$ cat config.mk
export PLATFORM = sky130hd
export DESIGN_NAME = cmv_ctrl
export DESIGN_NICKNAME = d
export VERILOG_FILES = /design/src/cmv_pkg.sv /design/src/cmv_ctrl.sv
export SDC_FILE = /design/constraint.sdc
export NUM_CORES = 1
export LEC_CHECK = 0
export BUFFER_PORTS_ARGS = -buffer_cell sky130_fd_sc_hd__buf_2
export CORE_AREA = 2 2 39 41
export CTS_BUF_LIST = sky130_fd_sc_hd__clkbuf_8
export DETAILED_ROUTE_END_ITERATION = 12
export DIE_AREA = 0 0 41 43
export GPL_TIMING_DRIVEN = 1
export PLACE_DENSITY_LB_ADDON = 0.1
export SYNTH_ARGS = -nofsm -noshare
export SYNTH_HDL_FRONTEND = slang
export SYNTH_SLANG_ARGS = --single-unit
$ cat constraint.sdc
create_clock -name clk -period 1.4 [get_ports clk]
set_input_delay 0.28 -clock clk [delete_from_list [all_inputs] [get_ports clk]]
set_output_delay 0.28 -clock clk [all_outputs]
set_load 0.005 [all_outputs]
$ cat src/cmv_pkg.sv
package cmv_pkg;

  localparam int MAX_LENGTH = 1024;
  localparam int ADDR_W = (MAX_LENGTH > 1) ? $clog2(MAX_LENGTH) : 1;
  localparam int IDX_W = 10;
  localparam int CFG_W = 11;
  localparam int DATA_W = 32;
  localparam int SUM_W = 48;
  localparam int FRAC_W = 16;
  localparam int PROD_W = 2 * DATA_W;
  localparam int EFF_W = ($clog2(MAX_LENGTH + 1) > CFG_W) ? $clog2(MAX_LENGTH + 1) : CFG_W;
  localparam int CFG_IDX_W = 2;

  typedef enum logic [1:0] {
    FUNC_LOAD  = 2'd0,
    FUNC_ACCUM = 2'd1,
    FUNC_READ  = 2'd2,
    FUNC_NONE  = 2'd3
  } func_t;

  typedef enum logic [CFG_IDX_W-1:0] {
    CFG_TRANSPOSE = 2'd0,
    CFG_VEC_LEN   = 2'd1,
    CFG_ROWS      = 2'd2,
    CFG_COLUMNS   = 2'd3
  } cfg_reg_t;

  localparam logic [1:0] ST_OK       = 2'd0;
  localparam logic [1:0] ST_MISMATCH = 2'd1;
  localparam logic [1:0] ST_BAD      = 2'd2;

  typedef struct packed {
    logic capture;
    logic vec_write;
    logic trip_read;
    logic slot_read;
    logic mul;
    logic acc_write;
    logic set_bad;
    logic out_load;
    logic read_clear;
    logic clear_write;
  } cmv_cmd_t;

  typedef struct packed {
    func_t func;
    logic  slot_ok;
    logic  trip_ok;
    logic  clear_last;
  } cmv_stat_t;

  function automatic logic [ADDR_W-1:0] to_addr(input logic [IDX_W-1:0] idx);
    logic [ADDR_W+IDX_W-1:0] wide;
    wide = {{ADDR_W{1'b0}}, idx};
    return wide[ADDR_W-1:0];
  endfunction

  function automatic logic [EFF_W-1:0] to_eff(input logic [IDX_W-1:0] idx);
    logic [EFF_W+IDX_W-1:0] wide;
    wide = {{EFF_W{1'b0}}, idx};
    return wide[EFF_W-1:0];
  endfunction

endpackage

$ cat src/cmv_ctrl.sv
module cmv_ctrl
  import cmv_pkg::*;
(
  input  logic      clk,
  input  logic      rst,
  input  logic      in_valid,
  output logic      in_ready,
  output logic      out_valid,
  input  logic      out_ready,
  input  cmv_stat_t stat,
  output cmv_cmd_t  cmd
);

  typedef enum logic [2:0] {
    S_CLEAR,
    S_IDLE,
    S_EXEC,
    S_MUL,
    S_ACC,
    S_READ
  } state_t;

  state_t state;
  state_t state_next;

  assign in_ready = (state == S_IDLE);

  always_comb begin
    cmd = '0;
    state_next = state;
    case (state)
      S_CLEAR: begin
        cmd.clear_write = 1'b1;
        if (stat.clear_last) begin
          state_next = S_IDLE;
        end
      end
      S_IDLE: begin
        if (in_valid) begin
          cmd.capture = 1'b1;
          state_next = S_EXEC;
        end
      end
      S_EXEC: begin
        case (stat.func)
          FUNC_LOAD: begin
            cmd.vec_write = stat.slot_ok;
            state_next = S_IDLE;
          end
          FUNC_ACCUM: begin
            if (stat.trip_ok) begin
              cmd.trip_read = 1'b1;
              state_next = S_MUL;
            end else begin
              cmd.set_bad = 1'b1;
              state_next = S_IDLE;
            end
          end
          FUNC_READ: begin
            cmd.slot_read = 1'b1;
            state_next = S_READ;
          end
          default: begin
            state_next = S_IDLE;
          end
        endcase
      end
      S_MUL: begin
        cmd.mul = 1'b1;
        state_next = S_ACC;
      end
      S_ACC: begin
        cmd.acc_write = 1'b1;
        state_next = S_IDLE;
      end
      S_READ: begin
        if (!out_valid || out_ready) begin
          cmd.out_load = 1'b1;
          cmd.read_clear = stat.slot_ok;
          state_next = S_IDLE;
        end
      end
      default: begin
        state_next = S_IDLE;
      end
    endcase
  end

  always_ff @(posedge clk) begin
    if (rst) begin
      state <= S_CLEAR;
      out_valid <= 1'b0;
    end else begin
      state <= state_next;
      if (cmd.out_load) begin
        out_valid <= 1'b1;
      end else if (out_ready) begin
        out_valid <= 1'b0;
      end
    end
  end

endmodule

* Word level (Yosys, flattened, before mapping) *
Cells that the tools add are included.
Widths: inputs -> output; s select.

word-level totals
  input bits = 9
  register bits after elaboration = 4
  output and inout bits = 12
  logic and storage cells = 41

operators by class
  equality and inequality tests = 10
  reductions and logical operators = 6
  multiplexer cells = 23

operators with widths
  kind                count
  $pmux 3 s5          1
  $mux 1              14
  $mux 3              4
  $eq 3x2->1 const B  2
  $eq 3x3->1 const B  2
  $mux 2              3
  $ne 2x2->1 const B  3
  $pmux 3 s2          1
  $eq 3x1->1 const B  1
  $logic_not 3->1     1
  $reduce_and 3->1    1
  $eq 2x1->1 const B  1
  $eq 2x2->1 const B  1
  $logic_not 2->1     1
  $reduce_bool 2->1   1
  $logic_not 1->1     1
  $logic_or 1x1->1    1

* Logic depth before layout (Yosys ltp) *
  depth after elaboration = 5
  depth in mapped cells = 4
  depth with buffers taken out = 3

* Least setup slack after synthesis *
Ideal clock, no wire load.

  kind = reg2out
  start point = register state[0]
  end point = output port cmd[7] (netlist bit)
  cell stages (with the launch flop) = 4
  arrival time = 908 ps
  path buffers = 1
  required time = 1,120 ps
  slack = 212 ps
  path through = dfxtp_1 > buf_6 > nor4b_4 > and3_4

RTL lines
  element                   line            RTL
  start: declaration        cmv_ctrl.sv:23  state_t state;
  start signal: assignment  cmv_ctrl.sv:94  state <= state_next;
  end: declaration          cmv_ctrl.sv:11  output cmv_cmd_t cmd

==> impl_metrics.yaml <==
timing:
  fin_crit_sh_pct: 106
  clock_skew_ps: 0.605
  setup_tns_ps: -276
  relSlewSlack_pct: 83.4
  setup_viol: 6
  fin_ws_ps: -78.7
  slew_violations: 0
  fmax_mhz: 676
  worstMarginPinSlew_ps: 247
  hold_ws_ps: 261
  period_needed_ps: 1480
  hold_viol: 0
  rsz0062_at_grt: "yes"
critical_path:
  cpPeakStageDelay_ps: 350
  worstPathCellList: "nor4b_4 > and3_4 > buf_6"
  worstSetupPathType: "flip-flop to output pin"
  endpoint_kind: "output pin"
  start_kind: "flip-flop"
  crit_fanout: 4
  arrival_ps: 1200
  required_ps: 1120
  crit_slowest_cell: "dfxtp_4"
floorplanning:
  fp-row-count: 14
  die_width_um: 41
  fp.coreArea_sq_um: 1380
  floorplan.die_area_sq_um: 1760
  top_level_ports: 21
  initial_core_util_pct: 19.4
  die_y_um: 43
synthesis:
  synthMuxAreaShare_pct: 0
  async_reset_ff_share_pct: 0
  synth_fa_ha_area_share_pct: 0
  synth_edf_count: 0
  synth_top_family_by_area: "simple AND/OR/NAND/NOR gates"
  synth_simple_gate_area_share_pct: 53.0
  syn_nets: 40
  syn-instance-count: 31
  yosys.area.top_type_share_pct: 29.8
  yosysWarnings: 0
  syn_area_per_cell_sq_um: 8.68
  ys_types: 20
  yosys.area.top_type: "dfxtp_1"
  synth_compound_area_share_pct: 11.6
  synth.area.top_cells: "dfxtp_1 (30%), nor4b_4 (8.8%), nand3b_1 (5.6%), nor3b_1 (5.6%), and2_1 (4.7%)"
  netlist_area_sq_um: 269
  synthFlopType: "dfxtp_1"
  ys_ff_latch: 4
  synth-xor-area-share_pct: 0
  seq_area_frac_synth_pct: 29.8
final_layout:
  utilization_pct: 35.4
  final_nets: 69
  fill_cells: 158
  multi_input_area_sq_um: 190
  syn_to_final_growth_pct: 82.3
  drive_gt1_share_pct: 63.8
  seq_area_sq_um: 91.3
  mostFrequentLayoutCells: "buf_2 (19), buf_4 (5), nor2_1 (3), clkbuf_8 (3), dfxtp_4 (3)"
  final_common_cell: "buf_2"
  insertedDiodeCount: 0
global_route:
  first_global_vias: 310
  overflow: 0
  grt_max_degree: 10
  grt_first_pass_wirelength_um: 1230
  antenna_found_initial: 0
  grtUsageTotal_pct: 10.6
clock_network:
  htreeDepth: 1
  tritoncts: "built"
  cts_hold_buf: 0
  cts_root_buf: "clkbuf_8"
  cts_buffers: 3
  clkLatencyLatePin_ps: 220
  cts_max_path_buffers: 2
  clk_pin_slew_worst_paths_ps: 30
  clock_sinks: 4
route:
  antenna_left: 0
  wire_per_inst_um: 9.78
  drc_errors: 0
  drt_iter0_drc: 3
  via_per_inst: 4.28
  num_vias: 317
  firstDrtPassIters: 2
  wirelength_um: 724
pwr:
  p_leak_nw: 0.254
  design_power_total_uw: 437
  power_density_nw_per_um2: 890
  ir_drop_mv: 0.364
placed_design:
  dp_hpwl_um: 558
  port_buffers: 20
  globalplace.congestion: 0.727
outcome:
  violations: "negative setup slack"
  status: "finished with violations"
run:
  drv_cap: 0
hold_path:
  hold_class: "input port to flip-flop"
flip-flops by register name, indices dropped and copies added, names as in the netlist:
signal and count:
out_valid 1, state 3
cell type report:
cell class	count	area share [%]
Tap cell	16	4.08
Multi-Input combinational cell	25	38.8
Clock buffer	3	8.42
Sequential cell	4	18.6
Timing Repair Buffer	25	29.3
Inverter	1	0.765
power breakdown:
part | internal (mW) | switching, mW | total (mW)
combinational | 0.0376 | 0.0216 | 0.0592
clock | 0.184 | 0.0653 | 0.249
sequential | 0.117 | 0.0109 | 0.128
Yosys cell counts (2+ instances only):
| cell type | number |
|---|---|
| and2_1 | 2 |
| nor2b_1 | 2 |
| dfxtp_1 | 4 |
| nor2_1 | 3 |
| nand3b_1 | 2 |
| nand2_1 | 2 |
| a21oi_1 | 2 |
| nor3b_1 | 2 |
routing by layer:
layer | routed length [um] | GRT usage (%) | part of all wire [%] | up-vias
li1 | - | - | - | 163
met1 | 343 | 12.9 | 47 | 135
met2 | 296 | 14.1 | 41 | 17
met3 | 64 | 3.14 | 8.8 | 2
met4 | 19 | 10.0 | 2.6 | 0
met5 | 0 | 0 | 0 | -
critical path, delay by kind of cell (launching register included):
family | cells | cell delay (ps)
buffers and inverters | 1 | 90
flip-flops | 1 | 350
AND/OR/NAND/NOR | 2 | 540
through the flow:
stage	worst slack, ps	instance area [sq um]	cells
final	-78.7	490	74
after global routing	-130	490	74
after CTS	-76.0	447	71
after detailed placement	65.7	385	67
after global placement	50.1	385	67
after floorplan	212	269	31
logic make-up after synthesis:
family | after synthesis
AO/OA/AOI/OAI | 5
buffers and inverters | 2
AND/OR/NAND/NOR | 20
flip-flops | 4
final timing paths:
path | to | slack (ps) | startpoint | depth (start not counted)
worst max-delay path | cmd[7] | -80 | state[2]$_SDFFE_PP0P_ | 3
worst min-delay path | state[2]$_SDFFE_PP0P_ | 260 | rst | 2
worst max register to register | state[1]$_SDFFE_PP0P_ | 240 | state[2]$_SDFFE_PP0P_ | 4
worst min register to register | out_valid$_SDFFE_PP0P_ | 520 | out_valid$_SDFFE_PP0P_ | 2
timing repair:
action | 4_1_cts | 5_1_grt
pin swaps | 3 | 4
setup endpoints to repair | 9 | 8
setup buffers | 1 | 3
cloned | 0 | 0
resized for setup | 5 | 6
Power figures use the tool's default switching activity.
